`src/sv/owm_pkg.sv`:
```
// Shared types and constants for the 1-Wire bus master core.
// Depends on nothing; used by every module in this folder.
package owm_pkg;

	localparam int unsigned TICK_W = 10;
	localparam int unsigned CFG_INDEX_W = 3;

	// Command codes carried in the cmd field.
	localparam logic [1:0] CMD_TICK  = 2'd0;
	localparam logic [1:0] CMD_RESET = 2'd1;
	localparam logic [1:0] CMD_WRITE = 2'd2;
	localparam logic [1:0] CMD_READ  = 2'd3;

	// Configuration register indexes.
	localparam logic [CFG_INDEX_W-1:0] REG_RESET_LOW     = 3'd0;
	localparam logic [CFG_INDEX_W-1:0] REG_PRESENCE_WAIT = 3'd1;
	localparam logic [CFG_INDEX_W-1:0] REG_RESET_TAIL    = 3'd2;
	localparam logic [CFG_INDEX_W-1:0] REG_SHORT_LOW     = 3'd3;
	localparam logic [CFG_INDEX_W-1:0] REG_SLOT          = 3'd4;
	localparam logic [CFG_INDEX_W-1:0] REG_RECOVERY      = 3'd5;

	// Register reset values.
	localparam logic [TICK_W-1:0] RESET_LOW_DEF     = 10'd480;
	localparam logic [TICK_W-1:0] PRESENCE_WAIT_DEF = 10'd80;
	localparam logic [TICK_W-1:0] RESET_TAIL_DEF    = 10'd400;
	localparam logic [TICK_W-1:0] SHORT_LOW_DEF     = 10'd1;
	localparam logic [TICK_W-1:0] SLOT_DEF          = 10'd50;
	localparam logic [TICK_W-1:0] RECOVERY_DEF      = 10'd1;

	typedef enum logic [2:0] {
		PH_IDLE     = 3'd0,
		PH_RST_LOW  = 3'd1,
		PH_RST_WAIT = 3'd2,
		PH_RST_TAIL = 3'd3,
		PH_WR_LOW   = 3'd4,
		PH_WR_REL   = 3'd5,
		PH_RD_LOW   = 3'd6,
		PH_RD_REL   = 3'd7
	} phase_t;

	typedef struct packed {
		logic [1:0] cmd;
		logic [7:0] data_byte;
		logic       line_level;
	} in_item_t;

	typedef struct packed {
		logic       drive_low;
		logic       busy_res;
		logic       done_res;
		logic       presence;
		logic [7:0] read_byte;
		logic       rejected;
	} out_item_t;

	typedef struct packed {
		logic [TICK_W-1:0] reset_low_ticks;
		logic [TICK_W-1:0] presence_wait_ticks;
		logic [TICK_W-1:0] reset_tail_ticks;
		logic [TICK_W-1:0] short_low_ticks;
		logic [TICK_W-1:0] slot_ticks;
		logic [TICK_W-1:0] recovery_ticks;
	} cfg_t;

endpackage

```
`src/sv/owm_cfg_regs.sv`:
```
// Timing register file of the 1-Wire bus master.
// Depends on owm_pkg for the register indexes, reset values and cfg_t.
module owm_cfg_regs (
	input  logic                               clk,
	input  logic                               arst_n,
	input  logic                               wr_en,
	input  logic [owm_pkg::CFG_INDEX_W-1:0]    wr_index,
	input  logic [owm_pkg::TICK_W-1:0]         wr_data,
	output owm_pkg::cfg_t                      cfg
);

	owm_pkg::cfg_t cfg_q;

	always_ff @(posedge clk or negedge arst_n) begin
		if (!arst_n) begin
			cfg_q.reset_low_ticks     <= owm_pkg::RESET_LOW_DEF;
			cfg_q.presence_wait_ticks <= owm_pkg::PRESENCE_WAIT_DEF;
			cfg_q.reset_tail_ticks    <= owm_pkg::RESET_TAIL_DEF;
			cfg_q.short_low_ticks     <= owm_pkg::SHORT_LOW_DEF;
			cfg_q.slot_ticks          <= owm_pkg::SLOT_DEF;
			cfg_q.recovery_ticks      <= owm_pkg::RECOVERY_DEF;
		end else if (wr_en) begin
			case (wr_index)
				owm_pkg::REG_RESET_LOW:     cfg_q.reset_low_ticks     <= wr_data;
				owm_pkg::REG_PRESENCE_WAIT: cfg_q.presence_wait_ticks <= wr_data;
				owm_pkg::REG_RESET_TAIL:    cfg_q.reset_tail_ticks    <= wr_data;
				owm_pkg::REG_SHORT_LOW:     cfg_q.short_low_ticks     <= wr_data;
				owm_pkg::REG_SLOT:          cfg_q.slot_ticks          <= wr_data;
				owm_pkg::REG_RECOVERY:      cfg_q.recovery_ticks      <= wr_data;
				default: ;
			endcase
		end
	end

	assign cfg = cfg_q;

endmodule

```
`src/sv/owm_engine.sv`:
```
// Bus sequencer: phase machine, tick counter, bit shifter and status flags.
// Depends on owm_pkg; one tick of bus time per asserted step.
module owm_engine (
	input  logic                clk,
	input  logic                arst_n,
	input  logic                step,
	input  owm_pkg::in_item_t   item,
	input  owm_pkg::cfg_t       cfg,
	output owm_pkg::out_item_t  res
);

	localparam int unsigned TW = owm_pkg::TICK_W;

	owm_pkg::phase_t phase_q, phase_d, ph0;
	logic [TW-1:0]   tick_q, tick_d, tc0, tc_inc, len;
	logic [2:0]      bit_q, bit_d, bi0;
	logic [7:0]      shift_q, shift_d, sb0, sb1;
	logic            pres_q, pres_d;
	logic [7:0]      last_q, last_d;
	logic            start, cmd_hit, cur_bit, expire, last_bit;

	// Resolve a starting command into the phase this tick runs in.
	always_comb begin
		cmd_hit = (item.cmd != owm_pkg::CMD_TICK);
		start   = cmd_hit && (phase_q == owm_pkg::PH_IDLE);
		ph0     = phase_q;
		tc0     = tick_q;
		bi0     = bit_q;
		sb0     = shift_q;
		if (start) begin
			tc0 = '0;
			bi0 = '0;
			case (item.cmd)
				owm_pkg::CMD_RESET: ph0 = owm_pkg::PH_RST_LOW;
				owm_pkg::CMD_WRITE: begin
					ph0 = owm_pkg::PH_WR_LOW;
					sb0 = item.data_byte;
				end
				owm_pkg::CMD_READ: begin
					ph0 = owm_pkg::PH_RD_LOW;
					sb0 = '0;
				end
				default: ph0 = phase_q;
			endcase
		end
	end

	// Phase length, sampling and terminal-count compare.
	always_comb begin
		cur_bit = sb0[bi0];
		case (ph0)
			owm_pkg::PH_RST_LOW:  len = cfg.reset_low_ticks;
			owm_pkg::PH_RST_WAIT: len = cfg.presence_wait_ticks;
			owm_pkg::PH_RST_TAIL: len = cfg.reset_tail_ticks;
			owm_pkg::PH_WR_LOW:   len = cur_bit ? cfg.short_low_ticks : cfg.slot_ticks;
			owm_pkg::PH_WR_REL:   len = cur_bit ? cfg.slot_ticks : cfg.recovery_ticks;
			owm_pkg::PH_RD_LOW:   len = cfg.short_low_ticks;
			owm_pkg::PH_RD_REL:   len = cfg.slot_ticks;
			default:              len = TW'(1);
		endcase
		sb1 = sb0;
		if (ph0 == owm_pkg::PH_RD_REL && tc0 == '0 && item.line_level) begin
			sb1[bi0] = 1'b1;
		end
		tc_inc   = tc0 + TW'(1);
		expire   = (ph0 != owm_pkg::PH_IDLE) && (tc_inc >= len);
		last_bit = (bi0 == 3'd7);
	end

	// Next state.
	always_comb begin
		phase_d = ph0;
		tick_d  = tc0;
		bit_d   = bi0;
		shift_d = sb1;
		pres_d  = pres_q;
		last_d  = last_q;
		if (ph0 != owm_pkg::PH_IDLE) begin
			tick_d = expire ? '0 : tc_inc;
		end
		if (expire) begin
			case (ph0)
				owm_pkg::PH_RST_LOW:  phase_d = owm_pkg::PH_RST_WAIT;
				owm_pkg::PH_RST_WAIT: begin
					phase_d = owm_pkg::PH_RST_TAIL;
					pres_d  = !item.line_level;
				end
				owm_pkg::PH_RST_TAIL: phase_d = owm_pkg::PH_IDLE;
				owm_pkg::PH_WR_LOW:   phase_d = owm_pkg::PH_WR_REL;
				owm_pkg::PH_WR_REL: begin
					phase_d = last_bit ? owm_pkg::PH_IDLE : owm_pkg::PH_WR_LOW;
					bit_d   = bi0 + 3'd1;
				end
				owm_pkg::PH_RD_LOW:   phase_d = owm_pkg::PH_RD_REL;
				owm_pkg::PH_RD_REL: begin
					phase_d = last_bit ? owm_pkg::PH_IDLE : owm_pkg::PH_RD_LOW;
					bit_d   = bi0 + 3'd1;
					if (last_bit) begin
						last_d = sb1;
					end
				end
				default: phase_d = owm_pkg::PH_IDLE;
			endcase
		end
	end

	// Result fields for this tick.
	always_comb begin
		res.drive_low = (ph0 == owm_pkg::PH_RST_LOW) || (ph0 == owm_pkg::PH_WR_LOW) ||
		                (ph0 == owm_pkg::PH_RD_LOW);
		res.busy_res  = (phase_d != owm_pkg::PH_IDLE);
		res.done_res  = expire && ((ph0 == owm_pkg::PH_RST_TAIL) ||
		                (last_bit && ((ph0 == owm_pkg::PH_WR_REL) ||
		                              (ph0 == owm_pkg::PH_RD_REL))));
		res.presence  = pres_d;
		res.read_byte = last_d;
		res.rejected  = cmd_hit && !start;
	end

	always_ff @(posedge clk or negedge arst_n) begin
		if (!arst_n) begin
			phase_q <= owm_pkg::PH_IDLE;
			tick_q  <= '0;
			bit_q   <= '0;
			shift_q <= '0;
			pres_q  <= 1'b0;
			last_q  <= '0;
		end else if (step) begin
			phase_q <= phase_d;
			tick_q  <= tick_d;
			bit_q   <= bit_d;
			shift_q <= shift_d;
			pres_q  <= pres_d;
			last_q  <= last_d;
		end
	end

endmodule

```
`src/sv/one_wire_bus_master_core.sv`:
```
// Top level of the 1-Wire bus master: input stage, sequencer, result stage.
// Depends on owm_pkg, owm_cfg_regs and owm_engine.
//
// Channel   Signals                              Moves
// --------  -----------------------------------  ------------------------------
// in        in_valid, in_ready, in_item          one tick item (cmd, byte, line)
// out       out_valid, out_ready, out_item       one result per tick item
// cfg       cfg_valid, cfg_ready, cfg_index,     one timing register write
//           cfg_data
//
// Each in transfer yields one out transfer via the input and result registers;
// one item per cycle while out_ready stays high.
// Reset clears both stage valid flags, idles the sequencer, loads timing defaults.
// When out stalls, the result register holds and the input register fills;
// in_ready drops only while both are full and out_ready is low.
// Configuration writes are always taken; write only while no item is held.
module one_wire_bus_master_core (
	input  logic                             clk,
	input  logic                             arst_n,
	input  logic                             in_valid,
	output logic                             in_ready,
	input  owm_pkg::in_item_t                in_item,
	output logic                             out_valid,
	input  logic                             out_ready,
	output owm_pkg::out_item_t               out_item,
	input  logic                             cfg_valid,
	output logic                             cfg_ready,
	input  logic [owm_pkg::CFG_INDEX_W-1:0]  cfg_index,
	input  logic [owm_pkg::TICK_W-1:0]       cfg_data
);

	owm_pkg::cfg_t      cfg;
	owm_pkg::in_item_t  item_s1;
	owm_pkg::out_item_t res, item_s2;
	logic               valid_s1, valid_s2;
	logic               advance, take;

	// Register file accepts a write in every cycle.
	assign cfg_ready = 1'b1;

	owm_cfg_regs u_cfg (
		.clk      (clk),
		.arst_n   (arst_n),
		.wr_en    (cfg_valid && cfg_ready),
		.wr_index (cfg_index),
		.wr_data  (cfg_data),
		.cfg      (cfg)
	);

	// Advance the held item into the result register when that slot is free
	// or being emptied this cycle; the engine updates its state on the same edge.
	assign advance  = valid_s1 && (!valid_s2 || out_ready);
	assign in_ready = !valid_s1 || advance;
	assign take     = in_valid && in_ready;

	owm_engine u_engine (
		.clk    (clk),
		.arst_n (arst_n),
		.step   (advance),
		.item   (item_s1),
		.cfg    (cfg),
		.res    (res)
	);

	always_ff @(posedge clk or negedge arst_n) begin
		if (!arst_n) begin
			valid_s1 <= 1'b0;
			valid_s2 <= 1'b0;
		end else begin
			if (take) begin
				valid_s1 <= 1'b1;
			end else if (advance) begin
				valid_s1 <= 1'b0;
			end
			if (advance) begin
				valid_s2 <= 1'b1;
			end else if (out_ready) begin
				valid_s2 <= 1'b0;
			end
		end
	end

	// Payload registers: load on transfer, hold otherwise.
	always_ff @(posedge clk) begin
		if (take) begin
			item_s1 <= in_item;
		end
		if (advance) begin
			item_s2 <= res;
		end
	end

	assign out_valid = valid_s2;
	assign out_item  = item_s2;

endmodule

```
`config.mk`:
```
export PLATFORM = sky130hd
export DESIGN_NAME = one_wire_bus_master_core
export DESIGN_NICKNAME = d
export VERILOG_FILES = /design/src/sv/owm_pkg.sv /design/src/sv/owm_cfg_regs.sv /design/src/sv/owm_engine.sv /design/src/sv/one_wire_bus_master_core.sv
export SDC_FILE = /design/constraint.sdc
export NUM_CORES = 1
export LEC_CHECK = 0
export BUFFER_PORTS_ARGS = -buffer_cell sky130_fd_sc_hd__buf_2
export CELL_PAD_IN_SITES_DETAIL_PLACEMENT = 0
export CELL_PAD_IN_SITES_GLOBAL_PLACEMENT = 1
export CORE_MARGIN = 2
export CORE_UTILIZATION = 53
export DETAILED_ROUTE_END_ITERATION = 12
export PLACE_DENSITY = 0.83
export SLEW_MARGIN = 10
export SYNTH_ARGS = -nofsm -noshare
export SYNTH_HDL_FRONTEND = slang
export SYNTH_SLANG_ARGS = --single-unit
export TNS_END_PERCENT = 1
```
`constraint.sdc`:
```
create_clock -name clk -period 13.2 [get_ports clk]
set_input_delay 1.98 -clock clk [delete_from_list [all_inputs] [get_ports clk]]
set_output_delay 1.98 -clock clk [all_outputs]
set_load 0.05 [all_outputs]
```
### Word level (Yosys, flattened, before mapping)

Cells that the tools add are included.

* output and inout bits: 16
* register bits: 119

* reduce and logical (&&, ||, !) cells: 35
* $lt $le $gt $ge: 3
* equality and inequality tests: 16
* multiplexer cells: 31
* add/sub/neg operators: 2
* bitwise operators: 1

Operators by type and width (count)
* $pmux W10 S7: 1
* $mux W10: 5
* $mux W8: 5
* $eq A3 B3 Y1 const B: 7
* $mux W3: 7
* $pmux W3 S6: 1
* $pmux W8 S2: 1
* $eq A3 B2 Y1 const B: 4
* $reduce_and A2 Y1: 6
* $add A10 B1 Y10 const B: 1
* $ge A10 B10 Y1: 1
* $logic_and A1 B1 Y1: 10
* $logic_not A10 Y1: 1
* $pmux W3 S3: 1
* $mux W1: 8
* $or A8 B8 Y8: 1
* $eq A3 B1 Y1 const B: 2
* $logic_not A3 Y1: 2
* $logic_or A1 B1 Y1: 6
* $reduce_bool A2 Y1: 3
* $reduce_bool A3 Y1: 2
* $eq A2 B2 Y1 const B: 2
* $logic_not A1 Y1: 4
* $lt A3 B4 Y1 const B: 1
* 6 further kinds: 6

### Longest topological paths before layout

Gate-level depths: netlist (run 1).

* depth after elaboration: 12
* mapped depth: 21
* gate-level depth less buffers: 17

### By module

From an unflattened synthesis (run 1), not the netlist that was laid out.

* cell total of the unflattened synthesis: 524
* area total of the unflattened synthesis: 6207.2 um^2

By module, submodules not included
* owm_engine: area an instance 3069.2 um^2, times used 1, cells an instance 358, sequential area each 825.8 um^2
* owm_cfg_regs: area an instance 2302.2 um^2, times used 1, cells an instance 132, sequential area each 1519.0 um^2
* one_wire_bus_master_core: area an instance 835.8 um^2, times used 1, cells an instance 34, sequential area each 770.7 um^2

### Worst setup path after synthesis (run 1)

No wires, ideal clock.

* path kind: input to output
* start: in out_ready
* end: out in_ready
* data arrival time: 2463 ps
* stages: 1
* setup slack: 8757 ps
* path through: nand3b_1

* word-level cells in the longest chain between the ends: 3

Ends and longest elaborated chain
* start: declaration: RTL line one_wire_bus_master_core.sv:24 `input logic out_ready,`
* $logic_or A1 B1 Y1: RTL line one_wire_bus_master_core.sv:52 `assign advance = valid_s1 && (!valid_s2 || out_ready);`
* $logic_and A1 B1 Y1: RTL line one_wire_bus_master_core.sv:52
* $logic_or A1 B1 Y1: RTL line one_wire_bus_master_core.sv:53 `assign in_ready = !valid_s1 || advance;`
* end: declaration: RTL line one_wire_bus_master_core.sv:21 `output logic in_ready,`

No other way between the ends.

==> results of run 1 <==
==> synth_stat cells, types with 4 or more instances <==
cell / n / share of area [%]
mux2i_1: 19 / 3.0
o31ai_1: 5 / 0.59
nand2_1: 50 / 3.0
mux2_2: 83 / 15
dfstp_2: 14 / 5.8
nor3b_1: 4 / 0.48
a31oi_1: 7 / 0.69
nand2b_1: 5 / 0.50
a22oi_1: 10 / 1.2
dfrtp_1: 81 / 32
or4_1: 4 / 0.48
and2_1: 4 / 0.40
nor2_1: 29 / 1.7
a221oi_2: 8 / 1.9
buf_1: 5 / 0.30
buf_2: 5 / 0.40
a21oi_1: 16 / 1.3
nand4_1: 5 / 0.50
clkbuf_1: 20 / 1.2
o41ai_1: 4 / 0.55
o21ai_0: 30 / 2.4
edfxtp_1: 24 / 11
xnor2_1: 5 / 0.69
ha_1: 14 / 2.8
nor2b_1: 4 / 0.40
a222oi_1: 8 / 1.3
nor3_1: 8 / 0.63
inv_1: 15 / 0.89
nand3_1: 10 / 0.79
a221o_1: 4 / 0.63
==> layer usage <==
layer | part of all wire (%) | vias up | wire length [um]
met4 | 1.3 | 0 | 190
met3 | 4.3 | 14 | 641
met2 | 50 | 112 | 7496
met1 | 44 | 2257 | 6603
li1 | - | 2134 | -
met5 | 0 | - | 0
==> worst paths after layout <==
| kind | start | to | slack (ps) |
|---|---|---|---|
| max | u_engine.phase_q[0] | out_item[8] | 7270 |
| max reg2reg | u_engine.phase_q[0] | out_item[8] | 7270 |
| min in group asynchronous | arst_n | u_engine.last_q[2] | 1540 |
| max in group asynchronous | arst_n | u_cfg.cfg[41] | 10540 |
| min reg2reg | valid_s1 | out_valid | 490 |
| min | valid_s1 | out_valid | 490 |
==> cells by family (layout without fill, tap and decap cells) <==
| kind of cell | after synthesis | in the layout | synth area share, % |
|---|---|---|---|
| DFF | 119 | 119 | 49.36 |
| buffers and inverters | 51 | 100 | 3.667 |
| AOI/OAI and AO/OA | 111 | 111 | 13.00 |
| and+or+nand+nor | 146 | 146 | 11.73 |
| xor gates and xnor gates | 8 | 8 | 1.110 |
| adders and majority gates | 14 | 14 | 2.775 |
| muxes | 104 | 104 | 18.30 |
| other | 1 | 1 | 0.05941 |
==> worst reg2reg max path: stages (launching register included) <==
cell	delay (ps)
dfrtp_1	550
nor4b_2	1030
mux2_4	360
or4_1	380
and4_1	210
nand2_2	270
and2_1	490
a221oi_2	110
ha_1	320
o21a_1	120
o2111ai_1	100
nand2_1	80
inv_1	60
o31a_1	490
nor2_1	680
mux2_2	420
==> cell type report <==
| cell class | count | area, um2 | share of cell area [%] |
|---|---|---|---|
| sequential | 119 | 3115 | 43.47 |
| multi-input combinational | 384 | 2965 | 41.38 |
| clock buffer | 22 | 454.2 | 6.337 |
| timing repair buffer | 53 | 292.8 | 4.085 |
| tap | 143 | 178.9 | 2.497 |
| clock inverter | 10 | 103.9 | 1.449 |
| inverter | 15 | 56.30 | 0.7856 |
==> flip-flops by register name, indices dropped and copies added (netlist names), 3 cells and up <==
signal and flops:
item_s1 11, out_item 13, u_cfg.cfg 60, u_engine.bit_q 3, u_engine.last_q 8, u_engine.phase_q 3, u_engine.shift_q 8, u_engine.tick_q 10
==> stage by stage <==
step / cells / area [um2] / hold slack (ps) / power [mW] / utilization [%]
2_1_floorplan: 554 / 6312 / 454.6 / 1.004 / -
3_3_place_gp: 714 / 6609 / 468.0 / 1.134 / 57.39
3_5_place_dp: 714 / 6609 / 478.8 / 1.155 / 57.39
4_1_cts: 746 / 7167 / 494.7 / 1.599 / 62.23
5_1_grt: 746 / 7167 / 521.3 / 1.704 / 62.23
6_report: 746 / 7167 / 491.1 / 1.597 / 62.23
==> where the power goes <==
group	switching (mW)	internal (mW)	total [mW]
clock network	0.159	0.280	0.439
registers	0.0725	0.465	0.537
logic	0.367	0.254	0.621
==> out/summary.txt, run 1 <==
status -> finished with violations
violated checks -> DRC
DP Worst Slack -> 7320 ps
Area growth syn-to-layout -> 13.54%
total stage count of the critical path -> 15
setup violators final -> 0
Initial Utilization -> 54.81%
Max Cap Viol -> 0
Period Utilization, post-route -> 44.90%
largest net degree at the start of global routing -> 57
DRC -> 3
I/O pin count -> 45
Fin Setup TNS -> 0 ps
RSZ-0062 raised after global routing -> no
CP max stage delay -> 1030 ps
busiest grt layer -> met2
die height -> 113.1 um
post-synth cell types -> 61
Critical Path RT -> 13360 ps
DP HPWL -> 9946 um
share of cells above drive strength 1 -> 33.00%
flops & latches, synth -> 119
nets@finish -> 633
postcts setup bufs -> 0
vias per cell -> 6.055
GRT met3 Usage -> 5.838%
synthesized instance count -> 554
final wirelength -> 14930 um
asr flop ratio synth -> 79.83%
clock root cell -> clkbuf_16
critical path arrival -> 6090 ps
Slew Viols, Final -> 0
crit-path max FO -> 17
number of port buffers -> 43
initial antenna violation count -> 0
Total Routing Usage GR -> 25.20%
vias in the first global route -> 4740
Max clock buf depth -> 2
total CTS buffers -> 17
mapped cell area -> 6312 um2
# diodes -> 0
worst hold stages -> 1
commonest non-fill, non-tap cell in the layout -> mux2_2
Worst Setup End Kind -> register
Die Span X -> 113.1 um
Seq/Total Area, Yosys -> 49.36%
Pre-antenna DRT Iters -> 10
GRT overflow -> 0
Post-Syn Nets -> 597
Post-CTS Hold Buffers -> 0
PD cells -> 222.8 nW/um2
M1 GR Usage -> 33.03%
worst skew pair latency -> 420 ps
Placer Congestion -> 0.8297
antenna viol nets, final -> 0
wire per inst -> 20.01 um
Post-synth EDFFs -> 24
critical path class -> reg -> reg
global-route wire length before repair -> 24830 um
Fin. Hold Viols -> 0
CP max-delay cell -> nor4b_2
Mapped Avg Cell Area -> 11.39 um2
filler instances -> 937
die area -> 12800 um2
Worst-path clk slew -> 50 ps
most frequent cells in the layout -> mux2_2, dfrtp_1, nand2_1
met2 Use GR -> 41.80%
Fmax -> 0.1687 GHz
cell class contributing the biggest share of worst-path delay -> simple AND/OR/NAND/NOR gates
final setup margin -> 7274 ps
Synth Flop Type -> dfrtp_1
CTS tree -> yes
Resize count post-CTS -> 0
# rows -> 39
crit path buf inv count -> 1
Clock Skew -> 6.294 ps
core area -> 11520 um2
clock sinks -> 119
First DRT Iteration DRCs -> 299
R2R depth -> 15
Worst Tran Pin Value -> 1125 ps
Hold Path Class -> reg -> reg
Slew headroom -> 24.72%
via count -> 4517
min Tclk post-route -> 5926 ps
Max rail drop VDD -> 146.4 uV
worst path cell trace -> nor4b_2 -> mux2_4 -> or4_1 -> and4_1 -> nand2_2 -> and2_1 -> a221oi_2 -> ha_1 -> o21a_1 -> o2111ai_1 -> nand2_1 -> inv_1 -> o31a_1 -> nor2_1 -> mux2_2
htree depth -> 4
Pleak -> 3.080 nW
startpoint types -> register
Yosys warnings -> 0
Note: power is estimated with default switching activity, not from simulation.
==> run 2: changes to the inputs <==
- ABC_AREA: not set -> 1
- CORE_UTILIZATION: 53 -> 45
- PLACE_DENSITY: 0.83 -> 0.77
- clock period: 13.2 -> 6.06 ns (I/O delays scaled with it)
==> run 2 against run 1 <==
  * Clock skew grew 2.8 ps
  * Combinational power increased to 2.7 times the previous value
  * Sequential share of layout area is 1.7 points lower
  * Power up 140%
  * Critical path depth rose by 3
  * Utilization decreased by 10 points
  * Worst setup slack worse by 5700 ps
  * Via count increased by 27%
  * The run now ends clean
  * First-iteration DRC count up 48%
  * Count of clock-buffer cells in the layout down 3
  * Largest cell class unchanged
  * Routed wire length up 16%
==> out/summary.txt, run 2 <==
Fin. Hold Viols -> 0 (unchanged)
RSZ-0062 raised after global routing -> no
Slew Viols, Final -> 0 (unchanged)
critical path class -> reg -> reg
CP max-delay cell -> nor2_1
Critical Path RT -> 6400 ps (-6960 ps)
Post-CTS Hold Buffers -> 0 (unchanged)
synthesized instance count -> 849 (+53%)
cell-internal power -> 2.181 mW (+120%)
Die Span X -> 124.4 um (+10%)
mapped cell area -> 6526 um2 (+3.4%)
Max Cap Viol -> 0 (unchanged)
crit path buf inv count -> 2 (+1)
asr flop ratio synth -> 79.83% (unchanged)
I/O pin count -> 45 (unchanged)
Period Utilization, post-route -> 74.76% (+30 points)
Synth Flop Type -> dfrtp_1
startpoint types -> register
# rows -> 44 (+13%)
placed cell count -> 1047 (+47%)
Clock Power Share -> 27.3% (-0.2 points)
worst path cell trace -> nor2_4 -> nand3_2 -> nand2_1 -> nor2_1 -> nand2_1 -> inv_1 -> nor2_1 -> nand3_1 -> ha_1 -> nand2_1 -> nor2_1 -> nand4_1 -> nand3_1 -> nand2_1 -> inv_2 -> nor2_4 -> nand3_1 -> o21ai_0
DP HPWL -> 11920 um (+20%)
Non-Filler Instances -> 1079 (+45%)
antenna viol nets, final -> 0 (unchanged)
Pleak -> 3.761 nW (+22%)
total CTS buffers -> 17 (unchanged)
crit-path max FO -> 13 (-4)
Fmax -> 0.2207 GHz (+31%)
vias per cell -> 5.312 (-12%)
Fin Setup TNS -> 0 ps (unchanged)
Max rail drop VDD -> 243.0 uV (+66%)
Crit path top cell by count -> nand2_1
share of the synthesized area in the top cell type -> 31.06% (-1.1 points)
CTS tree -> yes
clock root cell -> clkbuf_16
Worst Setup End Kind -> register
worst skew pair latency -> 420 ps (about the same)
CP max stage delay -> 820 ps (-210 ps)
cell taking the most area after synthesis -> dfrtp_1
switching share of power -> 43.73% (+6.3 points)
via count -> 5732 (+27%)
Net Switching -> 1.696 mW (+180%)
max FFs per register -> 60 (unchanged)
core area -> 14370 um2 (+25%)
Hold Path Class -> in -> async
die height -> 124.4 um (+10%)
Clock Skew -> 9.062 ps (+2.768 ps)
vias in the first global route -> 5643 (+19%)
share of cells above drive strength 1 -> 13.41% (-20 points)
global-route wire length before repair -> 28610 um (+15%)
Post-synth EDFFs -> 24 (unchanged)
status -> complete, no violations
PD cells -> 519.9 nW/um2 (+130%)
wire per inst -> 16.08 um (-20%)
flops & latches, synth -> 119 (unchanged)
filler instances -> 1396 (+49%)
synth top area cells -> dfrtp_1, nand2_1, edfxtp_1, nand3_1, o21ai_0
Post-Syn Nets -> 892 (+49%)
Total Routing Usage GR -> 23.35% (-1.9 points)
postcts setup bufs -> 0 (unchanged)
Resize count post-CTS -> 0 (unchanged)
nets@finish -> 925 (+46%)
most frequent cell after synthesis -> nand2_1
Pre-antenna DRT Iters -> 6 (-4)
Yosys warnings -> 0 (unchanged)
Placer Congestion -> 0.9529 (+15%)
final wirelength -> 17350 um (+16%)
die area -> 15480 um2 (+21%)
Seq pwr share -> 29.0% (-4.6 points)
Worst-path clk slew -> 60 ps (about the same)
# diodes -> 0 (unchanged)
Mapped Avg Cell Area -> 7.687 um2 (-33%)
combinational fraction of design power -> 43.7% (+4.8 points)
Area growth syn-to-layout -> 14.26%
First DRT Iteration DRCs -> 444 (+48%)
most frequent cells in the layout -> nand2_1, dfrtp_1, nand3_1
initial antenna violation count -> 0 (unchanged)
Worst Tran Pin Value -> 1081 ps (-44.16 ps)
largest net degree at the start of global routing -> 68 (+19%)
critical path arrival -> 4870 ps (-1220 ps)
min Tclk post-route -> 4530 ps (-1396 ps)
htree depth -> 4 (unchanged)
Max clock buf depth -> 2 (unchanged)
commonest non-fill, non-tap cell in the layout -> nand2_1
clock sinks -> 119 (unchanged)
setup violators final -> 0 (unchanged)
post-synth cell types -> 39 (-36%)
Slew headroom -> 27.68% (+3.0 points)
GRT overflow -> 0 (unchanged)
number of port buffers -> 43 (unchanged)
cell class contributing the biggest share of worst-path delay -> simple AND/OR/NAND/NOR gates
DRC -> 0 (-3)
most frequent cells after synthesis -> nand2_1, dfrtp_1, nand3_1
Initial Utilization -> 45.42% (-9.4 points)
Seq/Total Area, Yosys -> 47.74% (-1.6 points)
run 2: changes by cell type in the layout (fill, tap and decap cells not counted), sizes merged, moves of 7 or more:
| cell | previous run | this run |
|---|---|---|
| inv | 16 | 89 |
| mux2 | 85 | 0 |
| nand3 | 10 | 83 |
| nor2 | 29 | 80 |
| mux2i | 19 | 0 |
| o21ai | 30 | 80 |
| a221oi | 8 | 0 |
| nand2 | 51 | 287 |
| buf | 53 | 46 |
| a222oi | 8 | 0 |
run 2: area by class of cell:
type | count | area [um2] | share of cell area, %
sequential | 119 | 3115 | 41.78
multi-input combinational | 614 | 2928 | 39.26
clock buffer | 19 | 475.5 | 6.376
inverter | 84 | 315.3 | 4.228
timing repair buffer | 46 | 240.2 | 3.221
tap | 184 | 230.2 | 3.087
clock inverter | 13 | 152.6 | 2.047
run 2: worst paths after layout:
kind	from	to	depth (start not counted)	slack (ps)
max reg2reg	u_engine.phase_q[1]	u_engine.tick_q[5]	18	1530
max in group asynchronous	arst_n	u_cfg.cfg[54]	2	4400
min reg2reg	u_engine.pres_q	u_engine.pres_q	2	480
min in group clk	u_engine.pres_q	u_engine.pres_q	2	480
max	u_engine.phase_q[1]	u_engine.tick_q[5]	18	1530
min	arst_n	u_engine.tick_q[3]	1	410
run 2: cell families (layout without fill, tap and decap cells):
logic type / count (synthesis) / after routing / synth area share, %
AND/OR/NAND/NOR: 477 / 477 / 31.58
AO/OA/AOI/OAI: 120 / 120 / 10.28
flip-flops: 119 / 119 / 47.74
buffers and inverters: 116 / 162 / 7.400
adder cells (fa/ha/maj): 14 / 14 / 2.684
XOR/XNOR: 2 / 2 / 0.2685
other: 1 / 1 / 0.05746
run 2: routing by layer:
layer	part of all wire [%]	routed length [um]	track usage, %	vias up
met2	50	8624	39.86	150
met5	0	0	0	-
li1	-	-	-	2829
met1	44	7685	29.28	2732
met4	1.6	285	7.865	0
met3	4.4	756	5.284	21
run 2: per-stage QoR:
stage / setup WS (ps) / cell area, um2 / hold WS [ps] / util, % / total power, mW
CTS: 1545 / 7457 / 413.2 / 51.90 / 3.898
detailed placement: 1572 / 6829 / 463.1 / 47.53 / 2.822
global placement: 1609 / 6829 / 462.2 / 47.53 / 2.789
global route: 1063 / 7457 / 427.9 / 51.90 / 4.184
finish: 1530 / 7457 / 409.5 / 51.90 / 3.877
floorplan: 2807 / 6526 / 443.4 / - / 2.437
run 2: power groups by stage:
stage                     clock network (mW)  registers, mW  logic [mW]
final                                   1.06           1.12        1.69
after global routing                    1.12           1.14        1.92
after CTS                               1.08           1.12        1.70
after detailed placement                   0           1.13        1.69
after global placement                     0           1.13        1.66
after floorplan                            0           1.16        1.27
==> run 3: changes to the inputs <==
- CORE_UTILIZATION: 45 -> 41
- PLACE_DENSITY: 0.77 -> 0.74
- clock period: 6.06 -> 3.95 ns (I/O delays scaled with it)
==> run 3 against run 2 <==
  * Die area is 9.4% higher
  * Sequential cell count stayed put
  * Routed wire length increased by 0.28%
  * Sequential share of layout area is 0.68 points lower
  * Worst setup slack worse by 1200 ps
  * Via count is 0.51% higher
  * Clock power increased by 39%
  * Utilization fell by 3.7 points
  * Clock skew rose by 2.1 ps
  * Critical path type unchanged
  * Largest power group unchanged
==> out/summary.txt, run 3 (synthesized netlist as in run 2, its figures left out) <==
global-route wire length before repair -> 28080 um (-1.9%)
GRT overflow -> 0 (unchanged)
RSZ-0062 raised after global routing -> no
Slew Viols, Final -> 0 (unchanged)
Non-Filler Instances -> 1129 (+4.6%)
Seq pwr share -> 28.8% (-0.2 points)
wire per inst -> 15.41 um (-4.2%)
filler instances -> 1557 (+12%)
combinational fraction of design power -> 46.8% (+3.1 points)
total power -> 5.994 mW (+55%)
Period Utilization, post-route -> 92.21% (+17 points)
First DRT Iteration DRCs -> 449 (+1.1%)
Area growth syn-to-layout -> 16.16%
metal1 wirelength -> 8063 um (+4.9%)
Min Hold Slack -> 231.0 ps (-178.4 ps)
largest net degree at the start of global routing -> 51 (-25%)
Fin. Hold Viols -> 0 (unchanged)
final wirelength -> 17400 um (+0.28%)
Max rail drop VDD -> 434.9 uV (+79%)
Worst-path clk slew -> 50 ps (about the same)
startpoint types -> register
clock sinks -> 119 (unchanged)
I/O pin count -> 45 (unchanged)
uppermost routed layer -> met4
switching share of power -> 43.53% (-0.20 points)
total CTS buffers -> 17 (unchanged)
Post-DP Area -> 6967 um2 (+2.0%)
R2R depth -> 21 (+3)
CTS tree -> yes
Pre-antenna DRT Iters -> 5 (-1)
Critical Path RT -> 4120 ps (-2280 ps)
Total Routing Usage GR -> 21.54% (-1.8 points)
reg2reg end -> out_item[11]
Worst Tran Pin Value -> 814.1 ps (-266.8 ps)
critical path class -> reg -> reg
Finished Cell Area -> 7581 um2 (+1.7%)
PD cells -> 790.7 nW/um2 (+52%)
status -> complete, no violations
antenna viol nets, final -> 0 (unchanged)
worst skew pair latency -> 420 ps (about the same)
via count -> 5761 (+0.51%)
Fin Setup TNS -> 0 ps (unchanged)
commonest non-fill, non-tap cell in the layout -> nand2_1
DP HPWL -> 11920 um (about the same)
Max clock buf depth -> 2 (unchanged)
max FFs per register -> 60 (unchanged)
cell-internal power -> 3.385 mW (+55%)
most frequent cells in the layout -> nand2_1, dfrtp_1, nand3_1
DRC -> 0 (unchanged)
die height -> 130.2 um (+4.6%)
initial antenna violation count -> 0 (unchanged)
Max Cap Viol -> 0 (unchanged)
Reg-to-Reg Start -> u_engine.phase_q[1]
met3 wire len -> 644 um (-15%)
Clock Skew -> 11.17 ps (+2.109 ps)
min Tclk post-route -> 3642 ps (-888.0 ps)
core area -> 15710 um2 (+9.4%)
Die Span X -> 130.2 um (+4.6%)
Placer Congestion -> 0.9129 (-4.2%)
setup violators final -> 0 (unchanged)
clock root cell -> clkbuf_16
# rows -> 46 (+4.5%)
met2 WL -> 8327 um (-3.4%)
htree depth -> 4 (unchanged)
crit-path max FO -> 13 (unchanged)
Slew headroom -> 45.57% (+18 points)
Worst Setup End Kind -> register
vias per cell -> 5.103 (-3.9%)
R2R Setup Slk -> 310 ps (-1220 ps)
nets@finish -> 943 (+1.9%)
Hold Path Class -> in -> async
Fmax -> 0.2745 GHz (+24%)
Pleak -> 3.815 nW (+1.5%)
critical path arrival -> 3810 ps (-1060 ps)
die area -> 16940 um2 (+9.4%)
Net Switching -> 2.609 mW (+54%)
Initial Utilization -> 41.54% (-3.9 points)
# diodes -> 0 (unchanged)
Post-CTS Hold Buffers -> 0 (unchanged)
Clock Power Share -> 24.5% (-2.8 points)
number of port buffers -> 43 (unchanged)
placed cell count -> 1092 (+4.3%)
vias in the first global route -> 5439 (-3.6%)
share of cells above drive strength 1 -> 15.01% (+1.6 points)
run 3: changes by cell type in the layout (fill, tap and decap cells not counted), moves of 3 or more:
cell	change
clkbuf_1	+3
clkinv_2	+6
buf_4	+16
inv_6	-6
clkinv_4	-4
nand2_1	-3
run 3: layout make-up:
type	instances	area, um2	share of cell area, %
Inverter	84	315.3	4.159
Timing Repair Buffer	64	382.9	5.050
Multi-Input combinational cell	614	2950	38.92
Clock inverter	12	110.1	1.452
Tap cell	216	270.3	3.565
Clock buffer	20	436.7	5.760
Sequential cell	119	3115	41.10
run 3: critical path, cell delays in order, from the launching register on:
cell and delay (ps):
dfrtp_1 450, nor2_4 210, nand3_4 200, buf_4 200
nand2_2 70, inv_1 60, ha_1 230, nand3_1 130
inv_1 90, nand3_1 90, xor2_1 240, inv_1 120
ha_1 290, nand2_1 70, nor2_1 150, o211ai_1 110
nand3_1 110, nand2_1 150, nand2_1 100, o21ai_0 140
nor2_1 130, nand2_1 50
run 3: worst max path at each step:
stage / start / endpoint / cells after the start / slack [ps]
2_1_floorplan: item_s1[9] / out_item[9] / 21 / 700
3_3_place_gp: u_engine.phase_q[1] / out_item[9] / 18 / 260
3_5_place_dp: u_engine.phase_q[1] / u_engine.tick_q[5] / 19 / 210
4_1_cts: u_engine.phase_q[1] / u_engine.tick_q[5] / 19 / 170
5_1_grt: u_engine.phase_q[1] / u_engine.tick_q[5] / 20 / 7
6_report: u_engine.phase_q[1] / out_item[11] / 21 / 310
run 3: timing repair:
action | in CTS | in global routing
gates resized for setup | 0 | 8
setup endpoints to repair | 0 | 36
buffers inserted | 0 | 5
run 3: metrics by stage:
step / setup slack (ps) / utilization (%)
2_1_floorplan: 696.5 / -
3_3_place_gp: 262.4 / 44.34
3_5_place_dp: 208.3 / 44.34
4_1_cts: 169.6 / 47.82
5_1_grt: 6.699 / 48.25
6_report: 307.6 / 48.25
run 3: power groups by stage:
stage	Combinational (mW)	Clock (mW)	Sequential [mW]
after floorplan	1.95	0	1.78
after global placement	2.67	0	1.73
after detailed placement	2.72	0	1.74
after CTS	2.74	1.48	1.72
after global routing	3.18	1.53	1.75
final	2.80	1.47	1.72
run 3: per-layer routing:
| metal | global-route usage [%] | vias to the layer above |
|---|---|---|
| li1 | - | 2863 |
| met1 | 28.01 | 2737 |
| met2 | 35.76 | 136 |
| met4 | 8.159 | 0 |
| met5 | 0 | - |
| met3 | 4.141 | 25 |
